$ cat src/design/esfs_pkg.sv
`default_nettype none
// ----------------------------------------------------------------------------
// esfs_pkg
// Types, codes and constants shared by the eased screen fade sequencer.
// ----------------------------------------------------------------------------
package esfs_pkg;

    localparam logic [16:0] ONE_Q16        = 17'd65536;
    localparam logic [15:0] FADE_MS_RESET  = 16'd500;
    localparam logic [15:0] PAUSE_MS_RESET = 16'd500;
    localparam int          DIV_STEPS      = 16;

    // configuration register indexes
    localparam logic CFG_FADE_MS  = 1'b0;
    localparam logic CFG_PAUSE_MS = 1'b1;

    // operation codes
    localparam logic OP_TICK  = 1'b0;
    localparam logic OP_START = 1'b1;

    // start modes
    localparam logic [1:0] MODE_FADE_IN  = 2'd0;
    localparam logic [1:0] MODE_FADE_OUT = 2'd1;
    localparam logic [1:0] MODE_OUT_IN   = 2'd2;

    typedef enum logic [2:0] {
        PH_IDLE           = 3'd0,
        PH_IN             = 3'd1,
        PH_OUT            = 3'd2,
        PH_OUT_THEN_PAUSE = 3'd3,
        PH_PAUSE          = 3'd4
    } phase_t;

    typedef enum logic [1:0] {
        EV_NONE       = 2'd0,
        EV_OUT_DONE   = 2'd1,
        EV_PAUSE_DONE = 2'd2,
        EV_FINISHED   = 2'd3
    } event_t;

    typedef enum logic [2:0] {
        S_IDLE = 3'd0,
        S_DIV  = 3'd1,
        S_SQ   = 3'd2,
        S_CUBE = 3'd3,
        S_STEP = 3'd4,
        S_EMIT = 3'd5
    } seq_state_t;

    typedef struct packed {
        logic       operation;
        logic [1:0] start_mode;
        logic [9:0] tick_ms;
    } in_item_t;

    typedef struct packed {
        logic [16:0] alpha;
        logic        fade_active;
        logic [1:0]  phase_event;
        logic        start_rejected;
    } out_item_t;

endpackage
`default_nettype wire

$ cat src/design/eased_screen_fade_sequencer.sv
`default_nettype none
// ----------------------------------------------------------------------------
// eased_screen_fade_sequencer
// Fade in / fade out / fade-pause-fade sequencer with ease-out-cubic alpha.
// ----------------------------------------------------------------------------
// One request in, one result out. A start request or a tick while idle goes
// from accept to the emit state; a tick during a pause passes the timer
// update first. A fade tick passes divide, square, cube and timer update
// (no divide when the fraction is already one): a restoring divider yields
// the elapsed fraction one quotient bit per cycle, then one shared
// multiplier forms the square and then the cube of the remaining fraction.
// The input is not ready while a request is in work; a finished result
// waits in the output register and the block returns to ready once it is
// loaded there. Register writes take effect from the next phase that begins.
module eased_screen_fade_sequencer (
    input  wire logic                 clk,
    input  wire logic                 rst_n,
    input  wire logic                 in_valid,
    output logic                      in_ready,
    input  wire esfs_pkg::in_item_t   in_data,
    output logic                      out_valid,
    input  wire logic                 out_ready,
    output esfs_pkg::out_item_t       out_data,
    input  wire logic                 cfg_we,
    input  wire logic                 cfg_index,
    input  wire logic [15:0]          cfg_data
);
    import esfs_pkg::*;

    localparam int CNT_W = $clog2(DIV_STEPS);

    seq_state_t  state_reg, state_next;
    phase_t      phase_reg, phase_next;
    logic [16:0] elapsed_reg, elapsed_next;
    logic [15:0] len_reg, len_next;
    logic [16:0] alpha_reg, alpha_next;
    logic [9:0]  tick_reg, tick_next;
    logic [16:0] rem_reg, rem_next;
    logic [15:0] quo_reg, quo_next;
    logic [CNT_W-1:0] cnt_reg, cnt_next;
    logic [16:0] v_reg, v_next;
    logic [49:0] mul_reg, mul_next;
    out_item_t   res_reg, res_next;
    out_item_t   out_data_reg, out_data_next;
    logic        out_valid_reg, out_valid_next;
    logic [15:0] fade_reg, pause_reg;

    logic [32:0] mul_a;
    logic [49:0] mul_p;
    logic [16:0] trial;
    logic [16:0] cube;
    logic [17:0] sum;
    logic        accept;
    logic        out_free;

    assign in_ready  = (state_reg == S_IDLE);
    assign accept    = in_valid && in_ready;
    assign out_valid = out_valid_reg;
    assign out_data  = out_data_reg;
    assign out_free  = !out_valid_reg || out_ready;

    // shared multiplier: square first, then square times v
    assign mul_a = (state_reg == S_SQ) ? {16'd0, v_reg} : mul_reg[32:0];
    assign mul_p = {17'd0, mul_a} * {33'd0, v_reg};
    assign cube  = mul_p[48:32];

    assign trial = {rem_reg[15:0], 1'b0};
    assign sum   = {1'b0, elapsed_reg} + {8'd0, tick_reg};

    always_comb
    begin
        state_next     = state_reg;
        phase_next     = phase_reg;
        elapsed_next   = elapsed_reg;
        len_next       = len_reg;
        alpha_next     = alpha_reg;
        tick_next      = tick_reg;
        rem_next       = rem_reg;
        quo_next       = quo_reg;
        cnt_next       = cnt_reg;
        v_next         = v_reg;
        mul_next       = mul_reg;
        res_next       = res_reg;
        out_data_next  = out_data_reg;
        out_valid_next = out_valid_reg && !out_ready;

        case (state_reg)
            S_IDLE:
            begin
                if (accept)
                begin
                    tick_next  = in_data.tick_ms;
                    state_next = S_EMIT;
                    res_next   = '0;
                    if (in_data.operation == OP_START)
                    begin
                        if (phase_reg != PH_IDLE)
                        begin
                            res_next.alpha          = alpha_reg;
                            res_next.fade_active    = 1'b1;
                            res_next.start_rejected = 1'b1;
                        end
                        else if (in_data.start_mode inside {MODE_FADE_IN, MODE_FADE_OUT,
                                                            MODE_OUT_IN})
                        begin
                            case (in_data.start_mode)
                                MODE_FADE_IN:  phase_next = PH_IN;
                                MODE_FADE_OUT: phase_next = PH_OUT;
                                default:       phase_next = PH_OUT_THEN_PAUSE;
                            endcase
                            elapsed_next = '0;
                            len_next     = fade_reg;
                            alpha_next   = (in_data.start_mode == MODE_FADE_IN) ?
                                           17'd0 : ONE_Q16;
                            res_next.alpha       = alpha_next;
                            res_next.fade_active = 1'b1;
                        end
                    end
                    else if (phase_reg == PH_PAUSE)
                    begin
                        state_next = S_STEP;
                    end
                    else if (phase_reg != PH_IDLE)
                    begin
                        // fraction is one when the length is zero or reached
                        if (len_reg == 16'd0 || elapsed_reg >= {1'b0, len_reg})
                        begin
                            v_next     = '0;
                            state_next = S_SQ;
                        end
                        else
                        begin
                            rem_next   = elapsed_reg;
                            quo_next   = '0;
                            cnt_next   = '0;
                            state_next = S_DIV;
                        end
                    end
                end
            end
            S_DIV:
            begin
                if (trial >= {1'b0, len_reg})
                begin
                    rem_next = trial - {1'b0, len_reg};
                    quo_next = {quo_reg[14:0], 1'b1};
                end
                else
                begin
                    rem_next = trial;
                    quo_next = {quo_reg[14:0], 1'b0};
                end
                cnt_next = cnt_reg + 1'b1;
                if (cnt_reg == CNT_W'(DIV_STEPS - 1))
                begin
                    v_next     = ONE_Q16 - {1'b0, quo_next};
                    state_next = S_SQ;
                end
            end
            S_SQ:
            begin
                mul_next   = mul_p;
                state_next = S_CUBE;
            end
            S_CUBE:
            begin
                alpha_next = (phase_reg == PH_IN) ? (ONE_Q16 - cube) : cube;
                state_next = S_STEP;
            end
            S_STEP:
            begin
                res_next = '0;
                elapsed_next = sum[16:0];
                if (sum[16:0] >= {1'b0, len_reg})
                begin
                    elapsed_next = '0;
                    case (phase_reg)
                        PH_OUT_THEN_PAUSE:
                        begin
                            phase_next           = PH_PAUSE;
                            len_next             = pause_reg;
                            res_next.phase_event = EV_OUT_DONE;
                        end
                        PH_PAUSE:
                        begin
                            phase_next           = PH_IN;
                            len_next             = fade_reg;
                            res_next.phase_event = EV_PAUSE_DONE;
                        end
                        default:
                        begin
                            phase_next           = PH_IDLE;
                            len_next             = '0;
                            res_next.phase_event = EV_FINISHED;
                        end
                    endcase
                end
                if (phase_next != PH_IDLE)
                begin
                    res_next.alpha       = alpha_reg;
                    res_next.fade_active = 1'b1;
                end
                state_next = S_EMIT;
            end
            S_EMIT:
            begin
                if (out_free)
                begin
                    out_data_next  = res_reg;
                    out_valid_next = 1'b1;
                    state_next     = S_IDLE;
                end
            end
            default:
            begin
                state_next = S_IDLE;
            end
        endcase
    end

    always_ff @(posedge clk or negedge rst_n)
    begin
        if (!rst_n)
        begin
            state_reg     <= S_IDLE;
            phase_reg     <= PH_IDLE;
            elapsed_reg   <= '0;
            len_reg       <= '0;
            alpha_reg     <= '0;
            out_valid_reg <= 1'b0;
            fade_reg      <= FADE_MS_RESET;
            pause_reg     <= PAUSE_MS_RESET;
        end
        else
        begin
            state_reg     <= state_next;
            phase_reg     <= phase_next;
            elapsed_reg   <= elapsed_next;
            len_reg       <= len_next;
            alpha_reg     <= alpha_next;
            out_valid_reg <= out_valid_next;
            if (cfg_we)
            begin
                case (cfg_index)
                    CFG_FADE_MS:  fade_reg  <= cfg_data;
                    CFG_PAUSE_MS: pause_reg <= cfg_data;
                    default:      fade_reg  <= fade_reg;
                endcase
            end
        end
    end

    always_ff @(posedge clk)
    begin
        tick_reg     <= tick_next;
        rem_reg      <= rem_next;
        quo_reg      <= quo_next;
        cnt_reg      <= cnt_next;
        v_reg        <= v_next;
        mul_reg      <= mul_next;
        res_reg      <= res_next;
        out_data_reg <= out_data_next;
    end

    // divider remainder stays below the divisor
    a_div_rem: assert property (@(posedge clk) disable iff (!rst_n)
        state_reg == S_DIV |-> rem_reg < {1'b0, len_reg})
        else $error("divider remainder out of range");

    // timer never rests at or past the phase length
    a_timer: assert property (@(posedge clk) disable iff (!rst_n)
        (state_reg == S_IDLE && phase_reg != PH_IDLE) |->
            (elapsed_reg < {1'b0, len_reg} || elapsed_reg == 17'd0))
        else $error("fade timer past phase length");

    a_alpha: assert property (@(posedge clk) disable iff (!rst_n)
        alpha_reg <= ONE_Q16)
        else $error("alpha above one");

    // cube result always goes on to the timer update
    a_cube_step: assert property (@(posedge clk) disable iff (!rst_n)
        state_reg == S_CUBE |=> state_reg == S_STEP)
        else $error("sequencer skipped timer update");

endmodule
`default_nettype wire
$ cat config.mk
export PLATFORM = sky130hd
export DESIGN_NAME = eased_screen_fade_sequencer
export DESIGN_NICKNAME = d
export VERILOG_FILES = /design/src/design/esfs_pkg.sv /design/src/design/eased_screen_fade_sequencer.sv
export SDC_FILE = /design/constraint.sdc
export NUM_CORES = 2
export LEC_CHECK = 0
export BUFFER_PORTS_ARGS = -buffer_cell sky130_fd_sc_hd__buf_2
export CORE_MARGIN = 1
export CORE_UTILIZATION = 55
export CTS_BUF_LIST = sky130_fd_sc_hd__clkbuf_4 sky130_fd_sc_hd__clkbuf_8
export CTS_CLUSTER_SIZE = 24
export DETAILED_ROUTE_END_ITERATION = 10
export MAX_ROUTING_LAYER = met4
export PLACE_DENSITY = 0.7
export SLEW_MARGIN = 20
export SYNTH_ARGS = -nofsm -noshare
export SYNTH_HDL_FRONTEND = slang
export SYNTH_SLANG_ARGS = --single-unit
$ cat constraint.sdc
create_clock -name clk -period 7.95 [get_ports clk]
set_input_delay 1.1925 -clock clk [delete_from_list [all_inputs] [get_ports clk]]
set_output_delay 1.1925 -clock clk [all_outputs]
set_load 0.005 [all_outputs]
==> results.json <==
{
  "worst_path_dominant_cell_family": "adder cells",
  "dp_hpwl_mm": 60.8,
  "ys_seq_area_share_pct": 21.6,
  "max_stage_delay_ns": 0.59,
  "path_buf_inv": 7,
  "cts.hold.buffers_added": 0,
  "syn_area_sq_um": 29400,
  "drive_gt1_share_pct": 12.4,
  "final_antenna_net_count": 0,
  "final_cell_count_no_fill": 3897,
  "dominantRegCellSynth": "edfxtp_1",
  "drc_errors": 0,
  "place.gp.congestion": 0.958,
  "run_status": "finished, final reports clean",
  "syn2layout_area_growth_pct": 9.24,
  "cts_tree": "built",
  "timing_max_transition_violations_final": 0,
  "worst_slew_margin_pct": 35.6,
  "wire_length_of_the_first_global_routing_pass_mm": 127,
  "die_x_um": 233,
  "largest_net_degree_at_the_start_of_global_routing": 78,
  "syn-instance-count": 3097,
  "largest_reg_flops": 33,
  "cts_buffer_depth": 3,
  "cts_buffers": 37,
  "arrival_ns": 8.14,
  "viasPerCell": 5.70,
  "first_pass_iters": 5,
  "final.period_utilization_pct": 97.3,
  "place.port_buffers": 57,
  "grt_remaining_overflow": 0,
  "setup_viol_count_final": 0,
  "clock_latency_late_sink_ns": 0.57,
  "post_drt_wl_per_cell_um": 19.8,
  "io_count": 58,
  "critical-path-slowest-cell": "fa_1",
  "synth.lib_cells_used.distinct": 98,
  "synthDominantAreaCellType": "fa_1",
  "worst_clock_skew_ns": 0.0367,
  "worstSetupStartpointType": "flop",
  "synth.top_cells.by_area": "fa_1 32%, edfxtp_1 14%, ha_1 7.8%, inv_1 6.8%, dfrtp_1 6.5%",
  "wl_mm": 77.0,
  "final_util_pct": 60.9,
  "cp_data_required_time_ns": 8.35,
  "placed_cells": 3829,
  "die_area_sq_um": 54400,
  "synthesis.area_per_instance_sq_um": 9.50,
  "setup.worst_path.end_class": "flop",
  "ys_ff_latch": 226,
  "num-nets-final": 3866,
  "maxCapViolations": 0,
  "timing_worst_slew_pin_value_ns": 0.966,
  "syn-num-nets": 3781,
  "post_synth_most_frequent_cells": "534 x inv_1, 509 x nand2_1, 465 x fa_1, 184 x ha_1, 148 x and2_1",
  "cts.clk_slew.worst_paths_ns": 0.07,
  "synthArstFlopShare_pct": 39.4,
  "fp.coreArea_sq_um": 52800,
  "cts-htree-levels": 2,
  "synth-edff-count": 137,
  "timing.final.hold_violations": 0,
  "vias": 22200,
  "min-delay-path-class": "reg2reg",
  "first_global_vias": 23400,
  "grt_antenna_before_repair": 1,
  "timing_worst_setup_path_type": "reg2reg",
  "synth_top_cell_area_share_pct": 31.6,
  "crit_path_max_fanout": 34,
  "cts_num_sinks": 226,
  "max_clock_freq_mhz": 129,
  "critical_path.most_common_cell": "fa_1",
  "synth_most_common_cell": "inv_1",
  "placementRows": 84,
  "final_period_minus_worst_setup_slack_ns": 7.74,
  "initial_core_utilization_pct": 55.8,
  "tns_ns": 0,
  "grt_use_total_pct": 30.8,
  "cts_root_buf": "clkbuf_8",
  "chipHeight_um": 233,
  "synth-warning-count": 0,
  "drt_iter0_drc": 1669,
  "fillerInstances": 4469
}
[metal layers]
metal,GRT usage [%],share of wire [%]
met1,42.0,42
met2,48.3,47
met3,4.31,7.6
met4,8.25,2.7
met5,-,0
[worst paths after layout]
check	start	end	slack [ns]	cells after the start
min in group asynchronous	rst_n	alpha_reg[16]	0.48	1
setup / recovery	state_reg[1]	alpha_reg[13]	0.21	28
max in group asynchronous	rst_n	fade_reg[15]	6.28	2
setup reg to reg	state_reg[1]	alpha_reg[13]	0.21	28
hold / removal	res_reg[19]	out_data[19]	0.41	0
hold reg to reg	res_reg[19]	out_data[19]	0.41	0
[metrics by stage]
stage	setup WS [ns]	area, sq um	hold WS [ns]
after floorplan	0.00248	29400	0.400
after global placement	-0.0469	31000	0.404
after detailed placement	-0.00245	31000	0.405
after CTS	0.00314	31900	0.415
after global routing	-0.0148	32100	0.425
final	0.215	32100	0.414
[repair_timing]
item / in CTS / in global routing
gates resized for setup: 2 / 65
buffers inserted: 0 / 2
pin swaps: 1 / 8
setup endpoints to repair: 2 / 15
[cells by family after synthesis]
logic type | Yosys count | synth area share, %
AO/OA/AOI/OAI | 364 | 8.43
XOR/XNOR | 91 | 2.76
adder cells (fa/ha/maj) | 649 | 39.5
buffers and inverters | 693 | 9.43
flip-flops | 226 | 21.6
multiplexers | 40 | 1.55
AND/OR/NAND/NOR | 1034 | 16.8
[final cells by class]
cell class | count | area, sq um | area share [%]
multi-input combinational | 2178 | 20500 | 63.9
sequential | 226 | 6360 | 19.8
inverter | 535 | 2010 | 6.26
timing repair buffer | 204 | 1540 | 4.78
tap | 688 | 861 | 2.68
clock buffer | 52 | 647 | 2.01
clock inverter | 13 | 205 | 0.638
antenna | 1 | 2.50 | 0.00778
[layout by cell type (no fill, tap or decap), types with 8 or more instances in the layout]
master / n
nor4_1: 13
xor2_1: 30
buf_4: 134
fa_1: 465
buf_12: 10
o21ai_0: 70
xnor2_1: 58
and3_1: 98
and2_1: 141
o21a_1: 22
nand2b_1: 9
dfstp_2: 12
and2_2: 10
dfrtp_1: 77
a21oi_1: 100
clkbuf_4: 11
o31a_1: 8
ha_1: 181
inv_1: 534
a221oi_1: 17
edfxtp_1: 137
a22o_1: 15
nand4_1: 27
buf_2: 56
nand2_1: 498
a21o_1: 25
nor2b_1: 12
nor3_1: 32
mux2_2: 35
o21ai_1: 11
nor2_1: 106
nand3_1: 24
clkbuf_8: 41
a31oi_1: 11
Power is not shown: default switching activity piles up to over one toggle a cycle in this logic, so the estimate is an artifact.
